**src/hw/rtl/smap_pkg.sv**
```systemverilog
// Shared types, constants and helpers for the STUN mapped address parser.
// No dependencies; every other file of the block depends on this package.
package smap_pkg;

   localparam logic [15:0] KIND_XOR_MAPPED = 16'h0020;
   localparam logic [15:0] PORT_MASK       = 16'h2112;
   localparam logic [31:0] IP_MASK         = 32'h2112A442;
   localparam logic [7:0]  TYPE_BYTE       = 8'h01;
   localparam logic [7:0]  FAMILY_IPV4     = 8'h01;
   localparam int          MIN_RESPONSE    = 32;
   localparam int          ATTR_START      = 20;
   localparam int          QUEUE_DEPTH     = 4;
   localparam int          QPTR_W          = $clog2(QUEUE_DEPTH);

   typedef logic [1:0] status_type;
   localparam status_type STATUS_OK      = 2'd0;
   localparam status_type STATUS_SHORT   = 2'd1;
   localparam status_type STATUS_NO_ADDR = 2'd2;

   // Role of a byte inside the response, decided by the front end.
   typedef enum logic [2:0] {
      CLS_HEADER,
      CLS_LEN_HI,
      CLS_LEN_LO,
      CLS_SKIP,
      CLS_WALK
   } byte_class_type;

   typedef struct packed {
      logic [7:0]     data;
      logic           last;
      logic           short_resp;
      byte_class_type cls;
   } entry_type;

   // Attribute cost: header plus value length rounded up to four bytes.
   function automatic logic [16:0] attr_cost(input logic [15:0] len);
      logic [16:0] up;
      up = {1'b0, len} + 17'd3;
      return {up[16:2], 2'b00} + 17'd4;
   endfunction

endpackage

```
**src/hw/rtl/smap_if.sv**
```systemverilog
// Valid/ready channel interfaces for request bytes and parse results.
// Depends on smap_pkg for the status type.
interface smap_req_if;
   logic       valid;
   logic       ready;
   logic [7:0] rx_byte;
   logic       is_last;

   modport source (output valid, output rx_byte, output is_last, input ready);
   modport sink   (input valid, input rx_byte, input is_last, output ready);
endinterface

interface smap_rsp_if;
   logic                valid;
   logic                ready;
   smap_pkg::status_type status;
   logic [31:0]         mapped_ip;
   logic [15:0]         mapped_port;
   logic                discovered;

   modport source (output valid, output status, output mapped_ip, output mapped_port,
                   output discovered, input ready);
   modport sink   (input valid, input status, input mapped_ip, input mapped_port,
                   input discovered, output ready);
endinterface

```
**src/hw/rtl/smap_front.sv**
```systemverilog
// Front end: accepts request bytes, counts position and classifies each byte.
// Depends on smap_pkg and smap_req_if.
module smap_front #(
   parameter int MAX_MESSAGE_BYTES = 2048
) (
   input  logic                clock,
   input  logic                reset,
   smap_req_if.sink            req,
   output logic                push_valid,
   input  logic                push_ready,
   output smap_pkg::entry_type push_entry
);
   import smap_pkg::*;

   localparam int PosW = $clog2(MAX_MESSAGE_BYTES + 1);

   logic [PosW-1:0] pos_ff, pos_in;
   logic            counted;
   logic            accept;

   assign req.ready  = push_ready;
   assign push_valid = req.valid;
   assign accept     = req.valid && push_ready;
   assign counted    = (pos_ff != PosW'(MAX_MESSAGE_BYTES));

   always_comb begin
      push_entry.data       = req.rx_byte;
      push_entry.last       = req.is_last;
      push_entry.short_resp = counted && (pos_ff < PosW'(MIN_RESPONSE - 1));
      if (!counted) begin
         push_entry.cls = CLS_SKIP;
      end else if (pos_ff < PosW'(2)) begin
         push_entry.cls = CLS_HEADER;
      end else if (pos_ff == PosW'(2)) begin
         push_entry.cls = CLS_LEN_HI;
      end else if (pos_ff == PosW'(3)) begin
         push_entry.cls = CLS_LEN_LO;
      end else if (pos_ff < PosW'(ATTR_START)) begin
         push_entry.cls = CLS_SKIP;
      end else begin
         push_entry.cls = CLS_WALK;
      end
   end

   always_comb begin
      pos_in = pos_ff;
      if (accept) begin
         if (req.is_last) begin
            pos_in = '0;
         end else if (counted) begin
            pos_in = pos_ff + PosW'(1);
         end
      end
   end

   always_ff @(posedge clock) begin
      if (reset) begin
         pos_ff <= '0;
      end else begin
         pos_ff <= pos_in;
      end
   end

endmodule

```
**src/hw/rtl/smap_queue.sv**
```systemverilog
// Short FIFO of classified bytes between front end and attribute walker.
// Depends on smap_pkg for the entry type and depth.
module smap_queue (
   input  logic                clock,
   input  logic                reset,
   input  logic                push_valid,
   output logic                push_ready,
   input  smap_pkg::entry_type push_entry,
   output logic                pop_valid,
   input  logic                pop,
   output smap_pkg::entry_type pop_entry
);
   import smap_pkg::*;

   entry_type         slot_ff [QUEUE_DEPTH];
   logic [QPTR_W-1:0] wr_ff, rd_ff;
   logic [QPTR_W:0]   count_ff, count_in;
   logic              do_push, do_pop;

   assign push_ready = (count_ff != (QPTR_W+1)'(QUEUE_DEPTH));
   assign pop_valid  = (count_ff != '0);
   assign pop_entry  = slot_ff[rd_ff];
   assign do_push    = push_valid && push_ready;
   assign do_pop     = pop && pop_valid;

   always_comb begin
      count_in = count_ff;
      if (do_push && !do_pop) begin
         count_in = count_ff + 1'b1;
      end else if (do_pop && !do_push) begin
         count_in = count_ff - 1'b1;
      end
   end

   always_ff @(posedge clock) begin
      if (do_push) begin
         slot_ff[wr_ff] <= push_entry;
      end
   end

   always_ff @(posedge clock) begin
      if (reset) begin
         wr_ff    <= '0;
         rd_ff    <= '0;
         count_ff <= '0;
      end else begin
         if (do_push) begin
            wr_ff <= wr_ff + 1'b1;
         end
         if (do_pop) begin
            rd_ff <= rd_ff + 1'b1;
         end
         count_ff <= count_in;
      end
   end

endmodule

```
**src/hw/rtl/smap_back.sv**
```systemverilog
// Back end: header check, TLV attribute walk, endpoint latch and result register.
// Depends on smap_pkg and smap_rsp_if.
module smap_back (
   input  logic                clock,
   input  logic                reset,
   input  logic                pop_valid,
   output logic                pop,
   input  smap_pkg::entry_type pop_entry,
   smap_rsp_if.source          rsp
);
   import smap_pkg::*;

   logic        header_bad_ff, header_bad_in;
   logic [7:0]  len_hi_ff, len_hi_in;
   logic [15:0] budget_ff, budget_in;
   logic [16:0] rel_ff, rel_in;
   logic [15:0] kind_ff, kind_in;
   logic [15:0] alen_ff, alen_in;
   logic        stopped_ff, stopped_in;
   logic        found_ff, found_in;
   logic [47:0] capture_ff, capture_in;
   logic [31:0] saved_ip_ff, saved_ip_in;
   logic [15:0] saved_port_ff, saved_port_in;
   logic        known_ff, known_in;

   logic        rsp_valid_ff, rsp_valid_in;
   status_type  status_ff, status_in;
   logic [31:0] ip_ff;
   logic [15:0] port_ff;
   logic        disc_ff;

   logic [16:0] cur_cost, new_cost, r;
   logic [15:0] new_len;
   logic [7:0]  b;

   assign b        = pop_entry.data;
   assign pop      = pop_valid && (!pop_entry.last || !rsp_valid_ff || rsp.ready);
   assign cur_cost = attr_cost(alen_ff);
   assign new_len  = {alen_ff[15:8], b};
   assign new_cost = attr_cost(new_len);
   assign r        = (rel_ff >= 17'd4 && rel_ff == cur_cost) ? '0 : rel_ff;

   always_comb begin
      header_bad_in = header_bad_ff;
      len_hi_in     = len_hi_ff;
      budget_in     = budget_ff;
      rel_in        = rel_ff;
      kind_in       = kind_ff;
      alen_in       = alen_ff;
      stopped_in    = stopped_ff;
      found_in      = found_ff;
      capture_in    = capture_ff;
      saved_ip_in   = saved_ip_ff;
      saved_port_in = saved_port_ff;
      known_in      = known_ff;
      status_in     = status_ff;
      rsp_valid_in  = rsp_valid_ff && !rsp.ready;

      if (pop) begin
         unique case (pop_entry.cls)
            CLS_HEADER: begin
               if (b != TYPE_BYTE) begin
                  header_bad_in = 1'b1;
               end
            end
            CLS_LEN_HI: len_hi_in = b;
            CLS_LEN_LO: begin
               budget_in = {len_hi_ff, b};
               rel_in    = '0;
            end
            CLS_WALK: begin
               if (!stopped_ff && !found_ff) begin
                  rel_in = r + 17'd1;
                  if (r == 17'd0) begin
                     if (budget_ff < 16'd4) begin
                        stopped_in = 1'b1;
                     end else begin
                        kind_in = {b, 8'h00};
                     end
                  end else if (r == 17'd1) begin
                     kind_in = {kind_ff[15:8], b};
                  end else if (r == 17'd2) begin
                     alen_in = {b, 8'h00};
                  end else if (r == 17'd3) begin
                     alen_in = new_len;
                     if (new_cost > {1'b0, budget_ff}) begin
                        stopped_in = 1'b1;
                     end else begin
                        budget_in = budget_ff - new_cost[15:0];
                     end
                  end else if (kind_ff == KIND_XOR_MAPPED && alen_ff >= 16'd8
                               && r <= 17'd11) begin
                     // family byte decides whether this attribute stays a candidate
                     if (r == 17'd5) begin
                        if (b != FAMILY_IPV4) begin
                           kind_in = '0;
                        end
                     end else if (r >= 17'd6) begin
                        capture_in = {capture_ff[39:0], b};
                        if (r == 17'd11) begin
                           found_in = 1'b1;
                        end
                     end
                  end
               end
            end
            default: ;
         endcase

         if (pop_entry.last) begin
            if (pop_entry.short_resp) begin
               status_in = STATUS_SHORT;
            end else if (header_bad_in || !found_in) begin
               status_in = STATUS_NO_ADDR;
            end else begin
               status_in     = STATUS_OK;
               saved_port_in = capture_in[47:32] ^ PORT_MASK;
               saved_ip_in   = capture_in[31:0] ^ IP_MASK;
               known_in      = 1'b1;
            end
            rsp_valid_in  = 1'b1;
            // drop per-response state, keep the latched endpoint
            header_bad_in = 1'b0;
            len_hi_in     = '0;
            budget_in     = '0;
            rel_in        = '0;
            kind_in       = '0;
            alen_in       = '0;
            stopped_in    = 1'b0;
            found_in      = 1'b0;
            capture_in    = '0;
         end
      end
   end

   always_ff @(posedge clock) begin
      if (reset) begin
         header_bad_ff <= 1'b0;
         len_hi_ff     <= '0;
         budget_ff     <= '0;
         rel_ff        <= '0;
         kind_ff       <= '0;
         alen_ff       <= '0;
         stopped_ff    <= 1'b0;
         found_ff      <= 1'b0;
         capture_ff    <= '0;
         saved_ip_ff   <= '0;
         saved_port_ff <= '0;
         known_ff      <= 1'b0;
         rsp_valid_ff  <= 1'b0;
      end else begin
         header_bad_ff <= header_bad_in;
         len_hi_ff     <= len_hi_in;
         budget_ff     <= budget_in;
         rel_ff        <= rel_in;
         kind_ff       <= kind_in;
         alen_ff       <= alen_in;
         stopped_ff    <= stopped_in;
         found_ff      <= found_in;
         capture_ff    <= capture_in;
         saved_ip_ff   <= saved_ip_in;
         saved_port_ff <= saved_port_in;
         known_ff      <= known_in;
         rsp_valid_ff  <= rsp_valid_in;
      end
   end

   // result payload, loaded only when a last byte is retired
   always_ff @(posedge clock) begin
      if (pop && pop_entry.last) begin
         status_ff <= status_in;
         ip_ff     <= saved_ip_in;
         port_ff   <= saved_port_in;
         disc_ff   <= known_in;
      end
   end

   assign rsp.valid       = rsp_valid_ff;
   assign rsp.status      = status_ff;
   assign rsp.mapped_ip   = ip_ff;
   assign rsp.mapped_port = port_ff;
   assign rsp.discovered  = disc_ff;

endmodule

```
**src/hw/rtl/stun_mapped_address_parser_top.sv**
```systemverilog
// STUN Binding response parser: one byte per transfer, one result per response.
// Throughput: one byte per cycle unless stalled; classifier and walker each retire a byte a cycle.
// The last byte passes through the queue and then the result register before the result is valid.
// A held result stalls the walker only at the next last byte; the four-entry queue absorbs the rest.
// Reset (synchronous, active high) clears the queue, all parse state and the latched endpoint.
// Depends on smap_pkg, smap_if, smap_front, smap_queue and smap_back.
module stun_mapped_address_parser_top #(
   parameter int MAX_MESSAGE_BYTES = 2048
) (
   input  logic        clock,
   input  logic        reset,
   smap_req_if.sink    req_chan,
   smap_rsp_if.source  rsp_chan
);
   import smap_pkg::*;

   logic      push_valid, push_ready;
   entry_type push_entry;
   logic      pop_valid, pop;
   entry_type pop_entry;

   smap_front #(
      .MAX_MESSAGE_BYTES(MAX_MESSAGE_BYTES)
   ) u_front (
      .clock      (clock),
      .reset      (reset),
      .req        (req_chan),
      .push_valid (push_valid),
      .push_ready (push_ready),
      .push_entry (push_entry)
   );

   smap_queue u_queue (
      .clock      (clock),
      .reset      (reset),
      .push_valid (push_valid),
      .push_ready (push_ready),
      .push_entry (push_entry),
      .pop_valid  (pop_valid),
      .pop        (pop),
      .pop_entry  (pop_entry)
   );

   smap_back u_back (
      .clock     (clock),
      .reset     (reset),
      .pop_valid (pop_valid),
      .pop       (pop),
      .pop_entry (pop_entry),
      .rsp       (rsp_chan)
   );

endmodule

```
**src/flat_wrapper.sv**
```systemverilog
// flat-port wrapper written by rule: the top's interface ports become plain ports
module stun_mapped_address_parser_top_flat import smap_pkg::*;
#(
   parameter int MAX_MESSAGE_BYTES = 2048
)
  (clock, reset, req_chan_valid, req_chan_rx_byte, req_chan_is_last, req_chan_ready, rsp_chan_valid, rsp_chan_status, rsp_chan_mapped_ip, rsp_chan_mapped_port, rsp_chan_discovered, rsp_chan_ready);
  smap_req_if req_chan_i ();
  smap_rsp_if rsp_chan_i ();
  input  logic clock;
  input  logic reset;
  input wire logic [$bits(req_chan_i.valid)-1:0] req_chan_valid;
  input wire logic [$bits(req_chan_i.rx_byte)-1:0] req_chan_rx_byte;
  input wire logic [$bits(req_chan_i.is_last)-1:0] req_chan_is_last;
  output wire logic [$bits(req_chan_i.ready)-1:0] req_chan_ready;
  output wire logic [$bits(rsp_chan_i.valid)-1:0] rsp_chan_valid;
  output wire logic [$bits(rsp_chan_i.status)-1:0] rsp_chan_status;
  output wire logic [$bits(rsp_chan_i.mapped_ip)-1:0] rsp_chan_mapped_ip;
  output wire logic [$bits(rsp_chan_i.mapped_port)-1:0] rsp_chan_mapped_port;
  output wire logic [$bits(rsp_chan_i.discovered)-1:0] rsp_chan_discovered;
  input wire logic [$bits(rsp_chan_i.ready)-1:0] rsp_chan_ready;
  assign req_chan_i.valid = req_chan_valid;
  assign req_chan_i.rx_byte = req_chan_rx_byte;
  assign req_chan_i.is_last = req_chan_is_last;
  assign req_chan_ready = req_chan_i.ready;
  assign rsp_chan_valid = rsp_chan_i.valid;
  assign rsp_chan_status = rsp_chan_i.status;
  assign rsp_chan_mapped_ip = rsp_chan_i.mapped_ip;
  assign rsp_chan_mapped_port = rsp_chan_i.mapped_port;
  assign rsp_chan_discovered = rsp_chan_i.discovered;
  assign rsp_chan_i.ready = rsp_chan_ready;
  stun_mapped_address_parser_top #(.MAX_MESSAGE_BYTES(MAX_MESSAGE_BYTES)) u_core (.clock(clock), .reset(reset), .req_chan(req_chan_i), .rsp_chan(rsp_chan_i));
endmodule
```
**config.mk**
```make
export PLATFORM = sky130hd
export DESIGN_NAME = stun_mapped_address_parser_top_flat
export DESIGN_NICKNAME = d
export VERILOG_FILES = /design/src/hw/rtl/smap_pkg.sv /design/src/hw/rtl/smap_if.sv /design/src/hw/rtl/smap_front.sv /design/src/hw/rtl/smap_queue.sv /design/src/hw/rtl/smap_back.sv /design/src/hw/rtl/stun_mapped_address_parser_top.sv /design/src/flat_wrapper.sv
export SDC_FILE = /design/constraint.sdc
export NUM_CORES = 1
export LEC_CHECK = 0
export ABC_AREA = 1
export BUFFER_PORTS_ARGS = -buffer_cell sky130_fd_sc_hd__buf_2
export CORE_MARGIN = 2
export CORE_UTILIZATION = 49
export DETAILED_ROUTE_END_ITERATION = 8
export PLACE_DENSITY = 0.68
export SYNTH_ARGS = -nofsm -noshare
export SYNTH_HDL_FRONTEND = slang
export SYNTH_HIERARCHICAL = 1
export SYNTH_SLANG_ARGS = --single-unit
```
**constraint.sdc**
```tcl
create_clock -name clock -period 12.85 [get_ports clock]
set_input_delay 2.57 -clock clock [delete_from_list [all_inputs] [get_ports clock]]
set_output_delay 2.57 -clock clock [all_outputs]
set_load 0.03 [all_outputs]
```
Word-level counts from Yosys, hierarchy flattened
Memories as Yosys holds them, arrays and structs flattened. A register that Yosys moved wholly into a read port is not among the register bits.
Cells that the tools add are included.
{"block": "word_totals", "memories": 1, "word_cells": 224, "ff_bits": 244, "inputBits": 13, "ramBits": 52}
{"block": "op_classes", "n_addsub": 11, "muxes": 96, "bitwise_logic": 2, "n_eq_ne": 30, "n_lt_le_gt_ge": 9, "n_reduce_logical": 52}
{"memory": "u_core.u_queue.slot_ff", "depth": 4, "width": 13, "rd": 1, "rd_clocked_by_memory_dff": 1, "wr": 1, "line": "smap_queue.sv:15", "rtl": "entry_type slot_ff [QUEUE_DEPTH];"}
{"op": "two-way mux 48 bit", "n": 11}
{"op": "two-way mux 16 bit", "n": 28}
{"op": "two-way mux 32 bit", "n": 4}
{"op": "two-way mux 17 bit", "n": 3}
{"op": "adder 16 x 2 -> 17 bit, second input constant", "n": 2}
{"op": "adder 17 x 3 -> 17 bit, second input constant", "n": 2}
{"op": "== test 17 x 2 -> 1 bit, second input constant", "n": 2}
{"op": ">= comparator 17 x 3 -> 1 bit, second input constant", "n": 2}
{"op": "case mux 17 bit (2 select lines)", "n": 1}
{"op": "two-way mux 1 bit", "n": 33}
{"op": "inequality test 3 bit, second input constant", "n": 11}
{"op": "case mux 16 bit (2 select lines)", "n": 1}
{"op": "== test 12 x 2 -> 1 bit, second input constant", "n": 2}
{"op": "less-than comparator 12 x 5 -> 1 bit, second input constant", "n": 2}
{"op": "two-way mux 12 bit", "n": 2}
{"op": "two-way mux 8 bit", "n": 3}
{"op": "nonzero test 3 bit", "n": 8}
{"op": "two-way mux 3 bit", "n": 7}
{"op": "adder 17 x 1 -> 17 bit, second input constant", "n": 1}
{"op": "== test 17 x 1 -> 1 bit, second input constant", "n": 1}
{"op": "== test 17 bit", "n": 1}
{"op": "== test 17 x 3 -> 1 bit, second input constant", "n": 1}
{"op": "== test 17 x 4 -> 1 bit, second input constant", "n": 1}
{"op": "> comparator 17 x 16 -> 1 bit", "n": 1}
{"op": "other kinds (34)", "n": 70}

Logic depth before layout (Yosys ltp)
Gate-level depths: netlist (run 1).
{"block": "logic_depth", "ltp_word": 23, "depth_mapped": 37, "depth_no_buf": 33}

Modules after synthesis
Netlist (run 1), hierarchy kept.
{"mod": "smap_back", "n_inst": 1, "cells_per_inst": 1974, "seq_area_each_um2": 5014.8, "area_each_um2": 13067.5}
{"mod": "smap_queue", "n_inst": 1, "cells_per_inst": 194, "seq_area_each_um2": 1741.7, "area_each_um2": 2466.1}
{"mod": "smap_front", "n_inst": 1, "cells_per_inst": 180, "seq_area_each_um2": 240.2, "area_each_um2": 1062.3}

Worst setup path after synthesis (run 1)
No wires, ideal clock.
{"block": "synth_path", "kind": "input to register", "from": "input rsp_chan_ready", "to": "register u_core.u_back.len_hi_ff[7]", "path_buffers": 0, "t_arrival_ps": 4661, "setup_slack_ps": 8057, "stages": 9, "path_cell_list": "nor2_1 > nand2_1 > nand2_1 > inv_1 > nand2_1 > inv_1 > nor2_1 > nand2_1 > a21oi_1"}
{"block": "synth_between", "elab_chain_cells": 3}
{"element": "from (decl)", "line": "flat_wrapper.sv:20", "rtl": "input wire logic [$bits(rsp_chan_i.ready)-1:0] rsp_chan_ready;"}
{"element": "logical OR 1 bit", "line": "smap_back.sv:37", "rtl": "assign pop = pop_valid && (!pop_entry.last || !rsp_valid_ff || rsp.ready);"}
{"element": "logical AND 1 bit", "line": "smap_back.sv:37"}
{"element": "net u_core.pop", "line": "stun_mapped_address_parser_top.sv:19", "rtl": "logic pop_valid, pop;"}
{"element": "AND reduction 2 bit (no source line)"}
{"element": "to (signal assigned)", "line": "smap_back.sv:153", "rtl": "len_hi_ff <= len_hi_in;"}
{"element": "to (decl)", "line": "smap_back.sv:14", "rtl": "logic [7:0] len_hi_ff, len_hi_in;"}
The timed path passes the listed nets, and every way through them passes these cells.
A chain may end at the register's enable or synchronous reset.

==> results of run 1 <==
-- metrics by stage --
stage | utilization (%) | hold slack (ns) | worst slack, ns
final | 54.3 | 0.457 | 6.06
after global routing | 54.3 | 0.486 | 5.20
after CTS | 54.3 | 0.457 | 6.29
after detailed placement | 51.0 | 0.448 | 6.03
after global placement | 51.0 | 0.445 | 6.10
after floorplan | - | 0.436 | 8.06
-- layout by cell type, fill, tap and decap left out, types with 8 or more instances in the layout --
cell,n
nand2_1,631
inv_1,325
nor2_1,267
dfxtp_1,195
nand3_1,186
a21oi_1,142
edfxtp_1,103
o21ai_0,83
nand4_1,79
buf_2,64
ha_1,41
clkbuf_16,36
nor3_1,27
xor2_1,18
o22ai_1,17
nor2_2,15
buf_4,14
nor4_1,14
o21ai_1,11
clkbuf_1,8
-- cell type report --
type | instances | share of cell area, %
timing repair buffer | 78 | 2.34
tap | 448 | 3.09
clock buffer | 46 | 5.28
multi-input combinational | 1604 | 42.9
clock inverter | 18 | 0.799
inverter | 338 | 7.06
sequential | 298 | 38.5
-- kinds of logic (layout without fill, tap and decap cells) --
logic type | count (synthesis) | after routing | synth area share, %
adder cells (fa/ha/maj) | 43 | 43 | 3.33
buffers and inverters | 446 | 480 | 11.2
AO/OA/AOI/OAI | 278 | 278 | 9.12
AND/OR/NAND/NOR | 1258 | 1258 | 32.9
flip-flops | 298 | 298 | 42.2
XOR/XNOR | 25 | 25 | 1.32
-- where the power goes --
group / total [µW] / switching (µW) / internal, µW / leakage (µW)
logic: 1570 / 1140 / 425 / 0.00488
registers: 1250 / 87.8 / 1160 / 0.00255
clock network: 949 / 397 / 551 / 0.000531
total: 3760 / 1620 / 2140 / 0.00797
-- worst min-delay path: cells and delay by family (launching register included) --
kind / cells / cell delay (ns)
flops: 1 / 0.30
buf+inv: 1 / 0.06
compound gates: 1 / 0.06
-- sequential cells by signal (all words and copies together), names as in the netlist, 2 cells and up, named ones only --
name                           cells
u_core/u_queue/slot_ff            52
u_core/u_back/capture_ff          48
u_core/u_back/rsp.mapped_ip       32
u_core/u_back/saved_ip_ff         32
u_core/u_back/rel_ff              17
u_core/u_back/alen_ff             16
u_core/u_back/budget_ff           16
u_core/u_back/kind_ff             16
u_core/u_back/rsp.mapped_port     16
u_core/u_back/saved_port_ff       16
u_core/u_front/pos_ff             12
u_core/u_back/len_hi_ff            8
u_core/u_queue/count_ff            3
u_core/u_back/rsp.status           2
u_core/u_queue/rd_ff               2
u_core/u_queue/wr_ff               2
-- routing by layer --
metal,routed length (µm),vias to the layer above,track usage [%]
met4,1010,0,7.48
met3,2520,76,3.74
met2,19200,448,37.4
met1,18600,6973,31.5
met5,0,-,0
li1,-,7566,-
-- worst paths after layout --
check                                             from                    endpoint  slack [ns]  depth (start not counted)
worst min register to register  u_core/u_back/known_ff      u_core/u_back/known_ff        0.46                          2
worst max-delay path                         flip-flop  u_core/u_back/budget_ff[5]        6.06                         30
worst max register to register               flip-flop  u_core/u_back/budget_ff[5]        6.06                         30
worst min-delay path            u_core/u_back/known_ff      u_core/u_back/known_ff        0.46                          2
==> results.md, run 1 <==
- Cells after Synth: 2348
- Fmax: 147 MHz
- Post-synth ARST share: 0%
- Syn Nets: 2404
- Fill cells: between 3000 and 4000
- CP arrival: 7.16 ns
- DR pass1 iterations: 6
- Placed cell area: 17100 µm²
- Critical path required time: about 13 ns
- Most frequent cell after synthesis: nand2_1
- Initial antenna violation count: 0
- #FFs+latches synth: about 300
- Slowest stage delay, CP: 0.95 ns
- Final Non-Filler Cells: 2830
- Initial core utilization: 49.6%
- Lkg Pwr: 0.00797 µW
- H-tree levels: 2
- Top_reg_cell synth: dfxtp_1
- Layout cells sized above 1: 7.89%
- Relative slew slack: 15.1%
- GPL Wtd Cong: between 0.8 and 0.9
- Worst Max-Slew Pin Slew: 1.27 ns
- Core area: 33400 µm²
- CTS Hold Buffers Added: 0
- Worst Setup Start Kind: flip-flop
- Synth Area per Inst: 7.07 µm²
- Power Total: 3760 µW
- Num CTS Buffers: 35
- Antenna fix cells: 0
- # Post-CTS Setup Buffers: 0
- RSZ-0062 raised after global routing: no
- Hold crit path type: flip-flop to flip-flop
- Number of DRC markers in iteration 0: 1077
- Routed len/inst: 14.6 µm
- Nets: ~2400
- DRC Markers: 0
- Worst IR drop on VDD: 0.000135 V
- Worst Skew: 0.0276 ns
- CTS Buffer Depth: 3
- Register clock-pin slew on the reported worst setup and hold paths: 0.06 ns
- Max Cap Violations: 0
- Vias: 15100
- I/O pin count: 66
- Critical path buffer and inverter count: 5
- Post-synthesis cell type count: 56
- CP max-delay cell: dfxtp_1
- Post-Syn Area: 16600 µm²
- Synth top cells by count: nand2_1 (632), inv_1 (326), nor2_1 (269), dfxtp_1 (195), nand3_1 (187)
- CP delay by family, top: simple AND/OR/NAND/NOR gates
- Hold Fails Final Rpt: 0
- Leading area contributor after synthesis: dfxtp_1
- # setup viols final: 0
- Multi-input gate area: 7790 µm²
- Setup CP Type: flip-flop to flip-flop
- Crit path time final: around 6.8 ns
- Synth top area share: 23.5%
- Crit end category: flip-flop
- Cts repair resizes: 0
- Period utilization: a little over half
- TritonCTS clock tree: yes
- Synthesis-to-layout area growth: 9.39%
- Sequential Area: 7000 µm²
- Final WL: 41.3 mm
- Setup TNS: 0 ns
- Die height: ~190 µm
- Cell Rows: 67
- Grt ovf: 0
- Total global-route track usage: between 20% and 30%
- Input/output buffers: 65
- Vias in the first global route: 14000
- Clock latency on the worst-skew pair: roughly 0.52 ns
- Post-synth EDFFs: 103
- Clock Sinks: a little under 300
- First-pass GRT wire length: 68.2 mm
- Fin. max-slew vios: 0
- Vias per inst: 5.32
- Yosys warns: 6
- Sequential area share after synthesis: 42.2%
- Power Density: ~210 nW/µm²
- Full die area: 35400 µm²
- Most frequent CP cell: nor2_1
- ANT nets after route: 0
- Die W: 188 µm
- Dominant cells by area after synthesis: dfxtp_1 (24%), edfxtp_1 (19%), nand2_1 (14%), inv_1 (7.4%), nor2_1 (6.1%)
- Pin count of the biggest net entering global routing: a little over 100
- Status: finished, final reports clean
- Placed cell count: 2766
- Post-route cell area: 18200 µm²
- Clock root cell: clkbuf_16
- Maximum fanout along the worst path: 27
- Hpwl dp: 28.0 mm
Note: power is estimated with default switching activity, not from simulation.
==> run 2: changes to the inputs <==
Settings changed: PLACE_DENSITY 0.68 to 0.7.
Clock period 12.85 ns to 5.6 ns, I/O delays scaled along.
==> results.md, run 2 (same netlist as run 1, synthesis figures left out) <==
- Routed len/inst: 14.7 µm (+0.44%)
- Initial antenna violation count: 0 (unchanged)
- Most flop-heavy register: u_core/u_queue/slot_ff
- Crit end category: flip-flop
- Vias per inst: 5.27 (-1.1%)
- Clock latency on the worst-skew pair: 0.52 ns (about the same)
- Placed cell count: 2775 (+0.33%)
- CP arrival: 5.65 ns (-1.51 ns)
- Core area: 33400 µm² (unchanged)
- Commonest non-fill, non-tap cells in the layout: nand2_1 (631), inv_1 (325), nor2_1 (263)
- Full die area: 35400 µm² (unchanged)
- Lkg Pwr: 0.00808 µW (+1.4%)
- Fill cells: 3130 (-3.0%)
- I/O pin count: 66 (unchanged)
- Worst Max-Slew Pin Slew: 1.19 ns (-0.0791 ns)
- First-pass GRT wire length: 68.6 mm (+0.53%)
- DR pass1 iterations: 5 (-1)
- TritonCTS clock tree: yes
- R2R depth: 27 (-10%)
- CTS Hold Buffers Added: 0 (unchanged)
- Clock Sinks: 298 (unchanged)
- GPL Wtd Cong: 0.908 (+2.1%)
- Input/output buffers: 65 (unchanged)
- Critical path buffer and inverter count: 4 (-1)
- Hold crit path type: flip-flop to flip-flop
- Power Total: 8870 µW (+140%)
- H-tree levels: 2 (unchanged)
- Total global-route track usage: 23.3% (+0.21 points)
- Worst Skew: 0.0199 ns (-0.00768 ns)
- # setup viols final: 0 (unchanged)
- Setup TNS: 0 ns (unchanged)
- Slowest stage delay, CP: 0.36 ns (-0.59 ns)
- Die height: 188 µm (unchanged)
- Fin. max-slew vios: 0 (unchanged)
- Worst IR drop on VDD: 0.000323 V (+140%)
- Worst hold path depth: 2 (unchanged)
- Synthesis-to-layout area growth: 10.8%
- Grt ovf: 0 (unchanged)
- Most common cell after layout, fill and taps aside: nand2_1
- Final Non-Filler Cells: 2840 (+0.35%)
- Initial core utilization: 49.6% (unchanged)
- Largest register FFs: 52 (unchanged)
- Worst Setup Start Kind: flip-flop
- Vias: 15000 (-0.73%)
- Number of DRC markers in iteration 0: 1108 (+2.9%)
- Period utilization: 93.6% (+41 points)
- Critical Path Stages: 27 (-10%)
- Relative slew slack: 20.3% (+5.3 points)
- ANT nets after route: 0 (unchanged)
- Final WL: 41.6 mm (+0.79%)
- Status: finished, final reports clean
- Die W: 188 µm (unchanged)
- Power Density: 483 nW/µm² (+130%)
- Top flop regs: u_core/u_queue/slot_ff (52), u_core/u_back/capture_ff (48)
- Antenna fix cells: 0 (unchanged)
- WHS: 0.459 ns (+0.00163 ns)
- Register clock-pin slew on the reported worst setup and hold paths: 0.07 ns (about the same)
- Num CTS Buffers: 34 (-2.9%)
- Fmax: 191 MHz (+29%)
- CP delay by family, top: simple AND/OR/NAND/NOR gates
- Clock root cell: clkbuf_16
- Setup CP Type: flip-flop to flip-flop
- Vias in the first global route: 13900 (-0.73%)
- CTS Buffer Depth: 3 (unchanged)
- Nets: 2422 (+0.46%)
- Hpwl dp: 28.8 mm (+3.0%)
- CP max-delay cell: dfxtp_2
- Maximum fanout along the worst path: 27 (unchanged)
- Pin count of the biggest net entering global routing: 84 (-18%)
- Max Cap Violations: 0 (unchanged)
- Hold Fails Final Rpt: 0 (unchanged)
- Cell Rows: 67 (unchanged)
- Crit path time final: 5.24 ns (-1.54 ns)
- DRC Markers: 0 (unchanged)
- Critical path required time: 6.01 ns (-7.21 ns)
- Layout cells sized above 1: 8.86% (+0.97 points)
-- run 2: routing by layer --
layer / routed length, µm / vias up / GRT usage (%) / share of wire (%)
met1: 19300 / 6856 / 32.1 / 46
met4: 1000 / 0 / 6.66 / 2.4
met3: 2380 / 70 / 3.22 / 5.7
met5: 0 / - / 0 / 0
met2: 19000 / 432 / 38.2 / 46
li1: - / 7595 / - / -
-- run 2: final cells by class --
cell class | instances | area, µm² | share of cell area [%]
Clock buffer | 43 | 947 | 5.15
Clock inverter | 19 | 224 | 1.22
Inverter | 338 | 1280 | 6.97
Multi-Input combinational cell | 1604 | 7840 | 42.7
Sequential cell | 298 | 7000 | 38.1
Tap cell | 448 | 561 | 3.05
Timing Repair Buffer | 90 | 528 | 2.87
-- run 2: worst paths after layout --
check,startpoint,end,slack [ns]
worst min-delay path,u_core/u_back/known_ff,u_core/u_back/known_ff,0.46
worst max-delay path,flip-flop,u_core/u_back/budget_ff[3],0.36
worst min register to register,u_core/u_back/known_ff,u_core/u_back/known_ff,0.46
worst max register to register,flip-flop,u_core/u_back/budget_ff[3],0.36
-- run 2: metrics by stage --
step / cell area [µm²] / util (%) / worst slack, ns
floorplan: 16600 / - / 1.03
global placement: 17100 / 51.2 / 0.446
detailed placement: 17100 / 51.2 / 0.141
CTS: 18300 / 54.7 / 0.0716
global route: 18400 / 55.0 / -0.122
finish: 18400 / 55.0 / 0.357
-- run 2: what timing repair did --
action	4_1_cts	5_1_grt
setup endpoints to repair	0	15
resized for setup	0	16
setup buffers	0	3
-- run 2: power breakdown --
group | switching, µW | internal, µW | total, µW
clock network | 911 | 1400 | 2310
registers | 202 | 2670 | 2870
logic | 2660 | 1030 | 3690
-- run 2: worst min-delay path: stages (launching register included) --
cell and delay (ns):
dfxtp_1 0.29, inv_1 0.06, a21oi_1 0.06
